==> config.mk <==
export PLATFORM = sky130hd
export DESIGN_NAME = mixed_speed_temp_separator
export DESIGN_NICKNAME = d
export VERILOG_FILES = /design/src/rtl/mst_pkg.sv /design/src/rtl/mixed_speed_temp_separator.sv /design/src/rtl/mst_ctrl.sv /design/src/rtl/mst_dp.sv
export SDC_FILE = /design/constraint.sdc
export NUM_CORES = 1
export LEC_CHECK = 0
export ABC_AREA = 1
export BUFFER_PORTS_ARGS = -buffer_cell sky130_fd_sc_hd__buf_2
export CAP_MARGIN = 20
export CORE_MARGIN = 4
export CORE_UTILIZATION = 67
export CTS_CLUSTER_DIAMETER = 120
export CTS_CLUSTER_SIZE = 30
export DETAILED_ROUTE_END_ITERATION = 8
export GPL_TIMING_DRIVEN = 0
export PLACE_DENSITY = 0.9
export SLEW_MARGIN = 20
export SYNTH_ARGS = -nofsm -noshare
export SYNTH_HDL_FRONTEND = slang
export SYNTH_SLANG_ARGS = --single-unit
==> constraint.sdc <==
create_clock -name clk -period 15.6 [get_ports clk]
set_input_delay 3.12 -clock clk [delete_from_list [all_inputs] [get_ports clk]]
set_output_delay 3.12 -clock clk [all_outputs]
set_load 0.02 [all_outputs]
==> src/rtl/mst_pkg.sv <==
// Shared types and constants for the mixed speed and temperature separator.
// Used by the controller, the datapath and the top level; no dependencies.
package mst_pkg;

    localparam int AVERAGE_DEPTH_DEF = 8;
    localparam int SAMPLE_BITS_DEF   = 12;

    localparam int SAMPLE_W   = 12;
    localparam int TICK_W     = 16;
    localparam int CNT_W      = 32;
    localparam int TEMP_W     = 12;
    localparam int CFG_ADDR_W = 3;
    localparam int CFG_DATA_W = 32;
    localparam int S_TDATA_W  = 16;
    localparam int M_TDATA_W  = 48;
    localparam int M_TUSER_W  = 3;

    localparam logic [TICK_W-1:0] TICK_RESET      = 16'd100;
    localparam logic [TEMP_W-1:0] THRESHOLD_RESET = 12'd200;
    localparam logic [CNT_W-1:0]  TIMEOUT_RESET   = 32'd2000000;
    localparam logic [CNT_W-1:0]  WINDOW_RESET    = 32'd1000000;
    localparam logic [TEMP_W-1:0] INIT_TEMP_RESET = 12'd0;

    typedef enum logic [CFG_ADDR_W-1:0] {
        CFG_TICK_US        = 3'd0,
        CFG_LOW_THRESHOLD  = 3'd1,
        CFG_TIMEOUT_US     = 3'd2,
        CFG_TEMP_WINDOW_US = 3'd3,
        CFG_INITIAL_TEMP   = 3'd4
    } cfg_index_t;

    typedef enum logic [1:0] {
        ST_IDLE,
        ST_SUM,
        ST_DIV,
        ST_FINISH
    } state_t;

    typedef struct packed {
        logic accept;
        logic sum_step;
        logic div_step;
        logic finish;
    } dp_cmd_t;

    typedef struct packed {
        logic ended;
        logic sum_last;
        logic div_last;
        logic out_free;
    } dp_status_t;

endpackage

==> src/rtl/mixed_speed_temp_separator.sv <==
// A sample that does not end a period goes from acceptance straight to the finish step,
// which writes the registered result; one that ends a period first passes through the ring
// sum and the divider. The controller takes a new sample only in its idle state, so it cannot
// take the next sample before the previous one has been finished; the finish step also
// stalls while the previous result word still waits downstream.
module mixed_speed_temp_separator #(
    parameter int AVERAGE_DEPTH = mst_pkg::AVERAGE_DEPTH_DEF,
    parameter int SAMPLE_BITS   = mst_pkg::SAMPLE_BITS_DEF
) (
    input  logic                              clk,
    input  logic                              rst_n,
    // Configuration write port: index 0 tick_us, 1 low_threshold, 2 timeout_us,
    // 3 temp_window_us, 4 initial_temperature.
    input  logic                              cfg_wr_en,
    input  logic [mst_pkg::CFG_ADDR_W-1:0]    cfg_addr,
    input  logic [mst_pkg::CFG_DATA_W-1:0]    cfg_wdata,
    // Sample stream.
    input  logic                              s_tvalid,
    output logic                              s_tready,
    input  logic [mst_pkg::S_TDATA_W-1:0]     s_tdata,   // [11:0] sample, rest zero
    // Result stream.
    output logic                              m_tvalid,
    input  logic                              m_tready,
    output logic [mst_pkg::M_TDATA_W-1:0]     m_tdata,   // [31:0] avg_period_us,
                                                         // [43:32] temperature_raw
    output logic [mst_pkg::M_TUSER_W-1:0]     m_tuser    // [0] period_updated,
                                                         // [1] temperature_updated,
                                                         // [2] timed_out
);
    import mst_pkg::*;

    // Reset (rst_n, asynchronous, active low) restores register defaults and clears state.

    // The controller and the datapath talk only through these two structs.
    dp_cmd_t    cmd;
    dp_status_t status;

    // The controller accepts a word only in its idle state. A finished result
    // sits in the datapath's output register, so the next sample can be taken
    // while the previous word still waits downstream; the finish step stalls
    // only when that register is still occupied.
    mst_ctrl u_ctrl (
        .clk      (clk),
        .rst_n    (rst_n),
        .s_tvalid (s_tvalid),
        .s_tready (s_tready),
        .status   (status),
        .cmd      (cmd)
    );

    // The datapath holds the configuration, the edge tracker, the period ring,
    // the accumulator, the divider and the temperature peak logic. The speed
    // update happens when the word is accepted; the timeout check and the
    // temperature update happen in the finish step, after any new average.
    mst_dp #(
        .AVERAGE_DEPTH (AVERAGE_DEPTH),
        .SAMPLE_BITS   (SAMPLE_BITS)
    ) u_dp (
        .clk       (clk),
        .rst_n     (rst_n),
        .cfg_wr_en (cfg_wr_en),
        .cfg_addr  (cfg_addr),
        .cfg_wdata (cfg_wdata),
        .sample    (s_tdata[SAMPLE_W-1:0]),
        .cmd       (cmd),
        .status    (status),
        .m_tready  (m_tready),
        .m_tvalid  (m_tvalid),
        .m_tdata   (m_tdata),
        .m_tuser   (m_tuser)
    );

endmodule

==> src/rtl/mst_ctrl.sv <==
// Sequencing state machine for the separator: accept, ring sum, divide, finish.
// Depends on mst_pkg for the state type and the command and status structs.
module mst_ctrl (
    input  logic                clk,
    input  logic                rst_n,
    input  logic                s_tvalid,
    output logic                s_tready,
    input  mst_pkg::dp_status_t status,
    output mst_pkg::dp_cmd_t    cmd
);
    import mst_pkg::*;

    state_t state_reg;
    state_t state_next;

    always_ff @(posedge clk or negedge rst_n)
    begin
        if (!rst_n)
        begin
            state_reg <= ST_IDLE;
        end
        else
        begin
            state_reg <= state_next;
        end
    end

    always_comb
    begin
        state_next = state_reg;
        cmd        = '0;
        s_tready   = 1'b0;
        unique case (state_reg)
            ST_IDLE:
            begin
                s_tready = 1'b1;
                if (s_tvalid)
                begin
                    cmd.accept = 1'b1;
                    state_next = status.ended ? ST_SUM : ST_FINISH;
                end
            end
            ST_SUM:
            begin
                cmd.sum_step = 1'b1;
                if (status.sum_last)
                begin
                    state_next = ST_DIV;
                end
            end
            ST_DIV:
            begin
                cmd.div_step = 1'b1;
                if (status.div_last)
                begin
                    state_next = ST_FINISH;
                end
            end
            ST_FINISH:
            begin
                if (status.out_free)
                begin
                    cmd.finish = 1'b1;
                    state_next = ST_IDLE;
                end
            end
            default:
            begin
                state_next = ST_IDLE;
            end
        endcase
    end

endmodule

==> src/rtl/mst_dp.sv <==
// Datapath of the separator: configuration, edge tracking, period ring memory,
// ring accumulator, restoring divider, temperature peak logic and output word.
// Depends on mst_pkg; driven by the commands of mst_ctrl.
module mst_dp #(
    parameter int AVERAGE_DEPTH = mst_pkg::AVERAGE_DEPTH_DEF,
    parameter int SAMPLE_BITS   = mst_pkg::SAMPLE_BITS_DEF
) (
    input  logic                              clk,
    input  logic                              rst_n,
    input  logic                              cfg_wr_en,
    input  logic [mst_pkg::CFG_ADDR_W-1:0]    cfg_addr,
    input  logic [mst_pkg::CFG_DATA_W-1:0]    cfg_wdata,
    input  logic [mst_pkg::SAMPLE_W-1:0]      sample,
    input  mst_pkg::dp_cmd_t                  cmd,
    output mst_pkg::dp_status_t               status,
    input  logic                              m_tready,
    output logic                              m_tvalid,
    output logic [mst_pkg::M_TDATA_W-1:0]     m_tdata,
    output logic [mst_pkg::M_TUSER_W-1:0]     m_tuser
);
    import mst_pkg::*;

    localparam int FW  = $clog2(AVERAGE_DEPTH + 1);
    localparam int IW  = (AVERAGE_DEPTH > 1) ? $clog2(AVERAGE_DEPTH) : 1;
    localparam int SW  = CNT_W + $clog2(AVERAGE_DEPTH);
    localparam int DCW = $clog2(SW);
    localparam logic [SAMPLE_W-1:0] SampleMask = (SAMPLE_BITS >= SAMPLE_W) ?
        {SAMPLE_W{1'b1}} : SAMPLE_W'((1 << SAMPLE_BITS) - 1);

    function automatic logic [CNT_W-1:0] sat_add(input logic [CNT_W-1:0] a,
                                                 input logic [TICK_W-1:0] b);
        logic [CNT_W:0] s;
        s = {1'b0, a} + (CNT_W + 1)'(b);
        return s[CNT_W] ? {CNT_W{1'b1}} : s[CNT_W-1:0];
    endfunction

    // Configuration registers.
    logic [TICK_W-1:0] tick_reg;
    logic [TEMP_W-1:0] thr_reg;
    logic [CNT_W-1:0]  timeout_reg;
    logic [CNT_W-1:0]  window_len_reg;
    logic [TEMP_W-1:0] init_temp_reg;

    // Speed tracking state.
    logic              low_seen_reg;
    logic              started_reg;
    logic              second_low_reg;
    logic [CNT_W-1:0]  period_reg;
    logic [IW-1:0]     ring_idx_reg;
    logic [FW-1:0]     fill_reg;
    logic [CNT_W-1:0]  avg_reg;
    logic              ended_reg;

    // Temperature state.
    logic [TEMP_W-1:0] peak_reg;
    logic [TEMP_W-1:0] latched_reg;
    logic [CNT_W-1:0]  window_reg;
    logic [SAMPLE_W-1:0] sample_reg;

    // Ring memory and accumulator.
    logic [CNT_W-1:0]  ring_mem [AVERAGE_DEPTH];
    logic [CNT_W-1:0]  ring_rd_reg;
    logic              rd_pend_reg;
    logic [FW-1:0]     sum_cnt_reg;
    logic [SW-1:0]     sum_reg;

    // Divider.
    logic [SW-1:0]     quo_reg;
    logic [FW-1:0]     rem_reg;
    logic [DCW-1:0]    div_cnt_reg;

    // Output register.
    logic                  m_tvalid_reg;
    logic [M_TDATA_W-1:0]  m_tdata_reg;
    logic [M_TUSER_W-1:0]  m_tuser_reg;

    // Edge tracking for the incoming sample.
    logic [SAMPLE_W-1:0] s_in;
    logic                low;
    logic                started_next;
    logic                ended;
    logic [CNT_W-1:0]    period_next;
    logic [IW-1:0]       rd_addr;
    logic                rd_issue;
    logic [SW-1:0]       sum_acc;
    logic [FW:0]         div_trial;
    logic                div_ge;
    logic [FW:0]         div_diff;
    logic [SW-1:0]       quo_next;
    logic [FW-1:0]       rem_next;
    logic                tout;
    logic [CNT_W-1:0]    avg_eff;
    logic [TEMP_W-1:0]   peak_max;
    logic                tupd;
    logic [TEMP_W-1:0]   latched_next;

    always_comb
    begin
        s_in         = sample & SampleMask;
        low          = s_in < thr_reg;
        started_next = started_reg | (!low & low_seen_reg);
        ended        = low & started_next;
        period_next  = sat_add((low && !low_seen_reg) ? '0 : period_reg, tick_reg);

        rd_addr      = sum_cnt_reg[IW-1:0];
        rd_issue     = sum_cnt_reg < fill_reg;
        sum_acc      = sum_reg + (rd_pend_reg ? SW'(ring_rd_reg) : '0);

        div_trial    = {rem_reg, quo_reg[SW-1]};
        div_ge       = div_trial >= {1'b0, fill_reg};
        div_diff     = div_trial - {1'b0, fill_reg};
        rem_next     = div_ge ? div_diff[FW-1:0] : div_trial[FW-1:0];
        quo_next     = {quo_reg[SW-2:0], div_ge};

        tout         = period_reg >= timeout_reg;
        avg_eff      = tout ? '0 : avg_reg;
        peak_max     = (sample_reg > peak_reg) ? sample_reg : peak_reg;
        tupd         = (peak_max > thr_reg) && (window_reg >= window_len_reg) &&
                       (avg_eff != '0);
        latched_next = tupd ? peak_max : latched_reg;

        status.ended    = ended;
        status.sum_last = sum_cnt_reg == fill_reg;
        status.div_last = div_cnt_reg == DCW'(SW - 1);
        status.out_free = !m_tvalid_reg || m_tready;
    end

    // Period ring: one write per finished measurement, one registered read.
    always_ff @(posedge clk)
    begin
        if (cmd.accept && ended)
        begin
            ring_mem[ring_idx_reg] <= period_next;
        end
        ring_rd_reg <= ring_mem[rd_addr];
    end

    always_ff @(posedge clk or negedge rst_n)
    begin
        if (!rst_n)
        begin
            tick_reg       <= TICK_RESET;
            thr_reg        <= THRESHOLD_RESET;
            timeout_reg    <= TIMEOUT_RESET;
            window_len_reg <= WINDOW_RESET;
            init_temp_reg  <= INIT_TEMP_RESET;
            low_seen_reg   <= 1'b0;
            started_reg    <= 1'b0;
            second_low_reg <= 1'b0;
            period_reg     <= '0;
            ring_idx_reg   <= '0;
            fill_reg       <= '0;
            avg_reg        <= '0;
            ended_reg      <= 1'b0;
            peak_reg       <= INIT_TEMP_RESET;
            latched_reg    <= INIT_TEMP_RESET;
            window_reg     <= '0;
            sample_reg     <= '0;
            rd_pend_reg    <= 1'b0;
            sum_cnt_reg    <= '0;
            sum_reg        <= '0;
            quo_reg        <= '0;
            rem_reg        <= '0;
            div_cnt_reg    <= '0;
            m_tvalid_reg   <= 1'b0;
            m_tdata_reg    <= '0;
            m_tuser_reg    <= '0;
        end
        else
        begin
            if (cfg_wr_en)
            begin
                case (cfg_addr)
                    CFG_TICK_US:        tick_reg       <= cfg_wdata[TICK_W-1:0];
                    CFG_LOW_THRESHOLD:  thr_reg        <= cfg_wdata[TEMP_W-1:0];
                    CFG_TIMEOUT_US:     timeout_reg    <= cfg_wdata;
                    CFG_TEMP_WINDOW_US: window_len_reg <= cfg_wdata;
                    CFG_INITIAL_TEMP:
                    begin
                        init_temp_reg <= cfg_wdata[TEMP_W-1:0];
                        peak_reg      <= cfg_wdata[TEMP_W-1:0];
                        latched_reg   <= cfg_wdata[TEMP_W-1:0];
                    end
                    default:
                    begin
                    end
                endcase
            end

            if (cmd.accept)
            begin
                sample_reg  <= s_in;
                ended_reg   <= ended;
                sum_cnt_reg <= '0;
                sum_reg     <= '0;
                rd_pend_reg <= 1'b0;
                if (ended)
                begin
                    low_seen_reg   <= 1'b0;
                    started_reg    <= 1'b0;
                    second_low_reg <= 1'b0;
                    period_reg     <= '0;
                    fill_reg       <= (fill_reg == FW'(AVERAGE_DEPTH)) ?
                                      fill_reg : fill_reg + 1'b1;
                    ring_idx_reg   <= (ring_idx_reg == IW'(AVERAGE_DEPTH - 1)) ?
                                      '0 : ring_idx_reg + 1'b1;
                end
                else
                begin
                    low_seen_reg   <= low_seen_reg | low;
                    started_reg    <= started_next;
                    second_low_reg <= second_low_reg | (low & started_next);
                    period_reg     <= period_next;
                end
            end

            if (cmd.sum_step)
            begin
                sum_reg     <= sum_acc;
                rd_pend_reg <= rd_issue;
                sum_cnt_reg <= sum_cnt_reg + 1'b1;
                if (status.sum_last)
                begin
                    quo_reg     <= sum_acc;
                    rem_reg     <= '0;
                    div_cnt_reg <= '0;
                end
            end

            if (cmd.div_step)
            begin
                quo_reg     <= quo_next;
                rem_reg     <= rem_next;
                div_cnt_reg <= div_cnt_reg + 1'b1;
                if (status.div_last)
                begin
                    avg_reg <= quo_next[CNT_W-1:0];
                end
            end

            if (cmd.finish)
            begin
                if (tout)
                begin
                    low_seen_reg   <= 1'b0;
                    started_reg    <= 1'b0;
                    second_low_reg <= 1'b0;
                    period_reg     <= '0;
                    ring_idx_reg   <= '0;
                    fill_reg       <= '0;
                    avg_reg        <= '0;
                end
                peak_reg     <= tupd ? '0 : peak_max;
                latched_reg  <= latched_next;
                window_reg   <= sat_add(tupd ? '0 : window_reg, tick_reg);
                m_tvalid_reg <= 1'b1;
                m_tdata_reg  <= {{(M_TDATA_W - CNT_W - TEMP_W){1'b0}}, latched_next, avg_eff};
                m_tuser_reg  <= {tout, tupd, ended_reg};
            end
            else if (m_tready)
            begin
                m_tvalid_reg <= 1'b0;
            end
        end
    end

    assign m_tvalid = m_tvalid_reg;
    assign m_tdata  = m_tdata_reg;
    assign m_tuser  = m_tuser_reg;

endmodule

Word level (Yosys, flattened, before mapping)
Memory sizes are Yosys's and may differ from the RTL's. A register that Yosys moved wholly into a read port is not among the register bits.
Cells that the tools add are included.

storage, ports and cells
  flip-flop bits (word level) = 369
  memory bits (writable) = 256
  input port bits = 56
  output and inout bits = 53
  logic and storage cells = 156
  memories kept = 1

cells by class
  $add $sub $neg = 8
  magnitude comparators = 7
  equality and inequality tests = 15
  multiplexer cells = 72
  bitwise operators = 4
  reductions and logical operators = 24

memories
  memory         words  bits a word  rd ports  clocked after Yosys merged registers in  write ports  RTL line      RTL
  u_dp.ring_mem  8      32           1         1                                        1            mst_dp.sv:61  logic [CNT_W-1:0] ring_mem [AVERAGE_DEPTH];

operators with widths
  cell                   count
  $mux W32               14
  $mux W35               5
  $mux W12               7
  $add A32 B16 Y33       2
  $ge A32 B32 Y1         2
  $mux W4                11
  $add A35 B35 Y35       1
  $reduce_bool A32 Y1    1
  $gt A12 B12 Y1         2
  $mux W1                21
  $mux W6                3
  $mux W3                5
  $lt A12 B12 Y1         1
  $reduce_and A2 Y1      6
  $reduce_bool A2 Y1     6
  $mux W2                5
  $add A4 B1 Y4 const B  2
  $ne A2 B2 Y1 const B   4
  $pmux W2 S4            1
  $add A6 B1 Y6 const B  1
  $eq A3 B2 Y1 const B   2
  $eq A3 B3 Y1 const B   2
  $eq A6 B6 Y1 const B   1
  $ge A5 B4 Y1           1
  16 further kinds       24

Logic depth before layout (Yosys ltp)
  word-level depth = 9
  mapped depth = 43
  depth with buffers taken out = 40

Hierarchy
A second synthesis with hierarchy kept.

unflattened totals
  cells, all modules = 3510
  area total of the unflattened synthesis = 32667.6 um2

by module, submodules not included
  module    times used  cells an instance  area each (um2)  seq. area each (um2)
  mst_dp    1           3478               32456.1          17536.8
  mst_ctrl  1           32                 211.5            50.0

Worst setup path after synthesis
OpenSTA, ideal clock, no wires.

  kind = in2reg
  start point = input port s_tdata[1] (netlist bit)
  end point = register u_dp.period_reg[30]
  setup time = 78 ps
  data arrival time = 7201 ps
  required time = 15522 ps
  path slack = 8321 ps
  stages = 30
  path buffers = 3
  cell sequence = ha_1 -> a21boi_1 -> o211ai_1 -> nand2_1 -> nand3_1 -> nand2_1 -> inv_2 -> nand2_2 -> buf_4 -> clkbuf_1 -> clkbuf_1 -> nand2_1 -> inv_1 -> ha_1 -> inv_1 -> fa_1 -> o21ai_2 -> nand3_1 -> nand3_1 -> a21boi_1 -> o21ai_2 -> a21boi_1 -> o21ai_2 -> and2b_4 -> nand2_4 -> nor2_1 -> nor2_1 -> a21oi_1 -> nand2_1 -> a21oi_1

on the way
  longest elaborated chain between the ends = 9
  elaborated cells between the ends (all ways) = 13
  classes of those cells = add/sub (1); order compare (1); mux (6); bitwise (3); reduce/logical (2)

ends and longest elaborated chain
  item                            RTL line                          RTL
  start, declared                 mixed_speed_temp_separator.sv:20  input logic [mst_pkg::S_TDATA_W-1:0] s_tdata,
  $lt A12 B12 Y1 *                mst_dp.sv:100                     low = s_in < thr_reg;
  $logic_and A1 B1 Y1 *           mst_dp.sv:103                     period_next = sat_add((low && !low_seen_reg) ? '0 : period_reg, tick_reg);
  $mux W32 *                      mst_dp.sv:103
  $add A32 B16 Y33 *              mst_dp.sv:33                      s = {1'b0, a} + (CNT_W + 1)'(b);
  $mux W32 *                      mst_dp.sv:34                      return s[CNT_W] ? {CNT_W{1'b1}} : s[CNT_W-1:0];
  named net u_dp.period_next[30]  mst_dp.sv:82                      logic [CNT_W-1:0] period_next;
  $mux W32 *                      mst_dp.sv:197                     if (ended)
  $mux W32 *                      mst_dp.sv:190                     if (cmd.accept)
  $mux W32                        mst_dp.sv:243                     if (tout)
  $mux W32 *                      mst_dp.sv:241                     if (cmd.finish)
  end signal, assigned            mst_dp.sv:213                     period_reg <= period_next;
  end, declared                   mst_dp.sv:48                      logic [CNT_W-1:0] period_reg;

Mark *: on every way through the listed nets, which the timed path passes. The rest lies on a longest branch.
A chain may end at the register's enable or synchronous reset.

Worst setup path after layout
  start point = input port s_tdata[1] (netlist bit)
  end point = memory u_dp.ring_mem[1][26] (data pin)

on the way
  longest elaborated chain between the ends = 5

ends and longest elaborated chain
  item                            RTL line
  $lt A12 B12 Y1                  mst_dp.sv:100
  $logic_and A1 B1 Y1             mst_dp.sv:103
  $mux W32                        mst_dp.sv:103
  $add A32 B16 Y33                mst_dp.sv:33
  $mux W32                        mst_dp.sv:34
  named net u_dp.period_next[26]  mst_dp.sv:82
  end, declared                   mst_dp.sv:61

The timed path passes the listed nets, and every way through them passes these cells.

==> summary.md <==
| Metric | Value |
|---|---|
| Status | completed |
| Initial antenna violation count | 1 |
| Grt total ovfl | 0 |
| First-pass GRT wire length | 138,000 µm |
| Synthesis Warnings | 0 |
| Final Cycle Share | 0.541 |
| VDD IR max | 139 µV |
| Hold Path Class | reg -> reg |
| Avg Synthesized Cell Area | between 9 and 10 µm² |
| Core Rows | 80 |
| Tot GR Track Use | 0.326 |
| Root buf cell | clkbuf_16 |
| DRT antenna net count | 0 |
| IO Count | 109 |
| Worst hold margin | 0.489 ns |
| EDFF count, synth | 256 |
| Crit path launch | s_tdata[1] |
| Finish-stage setup viols | 0 |
| Initial DRC count | 3,570 |
| Worst stage delay on the critical path | 0.57 ns |
| Core ar. | between 40,000 and 50,000 µm² |
| Area Overhead vs Synth | 7.38% |
| Yosys top cell area share | 0.269 |
| Max reg flops | 256 |
| Die Area | 52,000 µm² |
| #FFs+latches synth | 657 |
| Final Non-Filler Cells | 4,272 |
| Pin slew with the least headroom to its limit | roughly 1.1 ns |
| Chip Height | ~230 µm |
| Vias in the first global route | 26,300 |
| Clock Tree Buf Depth | 3 |
| CP arrival | around 8.7 ns |
| Placed cells | roughly 4,200 |
| Async SR Flop Fraction | 0.562 |
| Clk_skew | 0.0366 ns |
| Setup TNS | 0 ns |
| Vias post-DR | roughly 27,000 |
| CP startpoint kind | primary input |
| Upper clock frequency limit | 119 MHz |
| Via density | 6.24 |
| Post-CTS Resized | 0 |
| Average wire per standard cell | 20.3 µm |
| Slowest-stage cell, CP | o21ai_1 |
| Mapped Cells | 3,483 |
| CTS Buf Count | 25 |
| Clock Latency Late Sink | 0.62 ns |
| Largest net degree at the start of global routing | 100 |
| Fin. Hold Viols | 0 |
| Post-synthesis sequential area ratio | 0.542 |
| R2r worst-path depth | 40 |
| Initial core utilization | 0.678 |
| CP required | 15.85 ns |
| Clock sinks | 657 |
| Drt drc | 0 |
| First-pass detailed-route iteration total | 8 |
| Total leakage power | 16.0 nW |
| Setup bufs post-CTS | 0 |
| H-Tree Depth | 1 |
| Buffers on Ports | 100 |
| Detail Placement HPWL | between 60,000 and 70,000 µm |
| Top cells by area in the synthesized netlist | dfrtp_1 27%, edfxtp_1 24%, nand2_1 7.3%, ha_1 7.0%, o21ai_0 5.1% |
| Hold_buf cts | 0 |
| Top FF cell, synth | dfrtp_1 |
| Power per Cell Area | 203 nW/µm² |
| Post-synth top area cell | dfrtp_1 |
| Kind of critical path | in -> reg |
| Mapped Area | 32,400 µm² |
| Number of nets in the layout | 3,878 |
| Library cells used by synthesis | 63 |
| Hold path depth | 2 |
| Crit Path Max Fanout | 10 |
| Slew Viols, Final | 0 |
| Reg2Reg Launch Point | u_dp.peak_reg[11]$_DFFE_PN0P_ |
| CP Capture Type | register |
| RSZ-0062 raised after global routing | no |
| Min cycle time layout | 8.44 ns |
| Slew HR | 0.278 |
| Worst hold path startpoint | u_dp.m_tdata[38]$_DFFE_PN0P_ |
| Total Wirelength | 86,700 µm |
| Layout cells sized above 1 | 0.0711 |
| Number of max-cap violations | 0 |
| Die Wd | 228 µm |
| Clk slew on worst S/H paths | 0.11 ns |
| CTS tree | built |
| GPL Wtd Cong | around 0.94 |
[final cells by class]
| class | count | area, µm² |
|---|---|---|
| multi-input cells | 2289 | 12800 |
| inverters | 390 | 1460 |
| fillers | 3263 | 13000 |
| clock buffers | 44 | 697 |
| plain buffers | 150 | 624 |
| clock inverters | 2 | 13.8 |
| flip-flops and latches | 657 | 17600 |
| repair buffers | 123 | 847 |
| diodes | 2 | 5.00 |
| well taps | 615 | 769 |
[layer usage]
layer	up-vias	track usage	share of wire
met4	2	0.123	0.045
li1	12100	-	-
met5	-	0.0147	0.0013
met2	1537	0.546	0.48
met1	12700	0.418	0.37
met3	317	0.0720	0.10
[worst max-delay path: cells and delay by family]
family | cells | cell delay [ns]
compound gates | 9 | 1.82
fa+ha+maj | 3 | 0.82
simple gates | 10 | 1.43
buf+inv | 7 | 1.48
[through the flow]
stage | worst slack [ns] | cell area [µm²] | power, mW | util
3_5_place_dp | 6.52 | 34100 | 6.13 | 0.713
6_report | 7.16 | 34800 | 7.06 | 0.728
2_1_floorplan | 8.32 | 32500 | 5.04 | -
4_1_cts | 7.14 | 34800 | 6.97 | 0.728
5_1_grt | 6.90 | 34800 | 7.53 | 0.728
3_3_place_gp | 4.33 | 33700 | 5.92 | 0.705
[cells in the final DEF, fill, tap and decap left out, drive strengths merged, types with 32 or more instances in the layout]
master  Yosys  final
dfrtp     349    349
dfxtp      32     32
nand3      76     76
xnor2      37     37
inv       388    389
nor2      426    426
o31ai      35     35
edfxtp    256    256
nand2     637    637
a31oi      40     40
ha        182    182
a211oi     34     34
o21ai     351    351
a21oi     166    166
a22oi      69     69
buf        24    146
clkbuf    126    171
o22ai      38     38
[power breakdown]
part / switching, mW / internal, mW / total [mW]
sequential: 0.283 / 2.30 / 2.58
clock: 0.521 / 0.311 / 0.832
combinational: 2.45 / 1.20 / 3.64
total: 3.25 / 3.80 / 7.06
[synthesized netlist by cell type (11+ instances only)]
cell type	n
a211oi_1	34
a21oi_1	161
a22oi_1	53
a22oi_2	16
a31oi_1	40
clkbuf_1	126
dfrtp_1	349
dfstp_2	20
dfxtp_1	32
edfxtp_1	256
ha_1	182
inv_1	382
nand2_1	631
nand3_1	71
nand4_1	24
nor2_1	420
nor3_1	27
o211ai_1	22
o21ai_0	332
o21ai_1	16
o221ai_1	11
o22ai_1	38
o31ai_1	35
or2_2	11
xnor2_1	37
xor2_1	27
[kinds of logic after synthesis]
group | Yosys count | synth area share
xor gates and xnor gates | 64 | 0.0173
adders and majority gates | 186 | 0.0726
and+or+nand+nor | 1220 | 0.153
buffers and inverters | 540 | 0.0644
other | 1 | 0.000116
AOI/OAI and AO/OA | 815 | 0.151
DFF | 657 | 0.542
[worst paths after layout]
path	end	slack, ns
hold / removal	u_dp.m_tdata[38]$_DFFE_PN0P_	0.49
min in group asynchronous	u_dp.latched_reg[10]$_DFFE_PN0P_	2.43
setup / recovery	u_dp.ring_mem[1][26]$_DFFE_PP_	7.16
setup reg to reg	u_dp.window_reg[2]$_DFFE_PN0P_	7.97
max in group asynchronous	u_dp.timeout_reg[18]$_DFFE_PN1P_	12.02
hold reg to reg	u_dp.m_tdata[38]$_DFFE_PN0P_	0.49
Note: power is estimated with default switching activity, not from simulation.
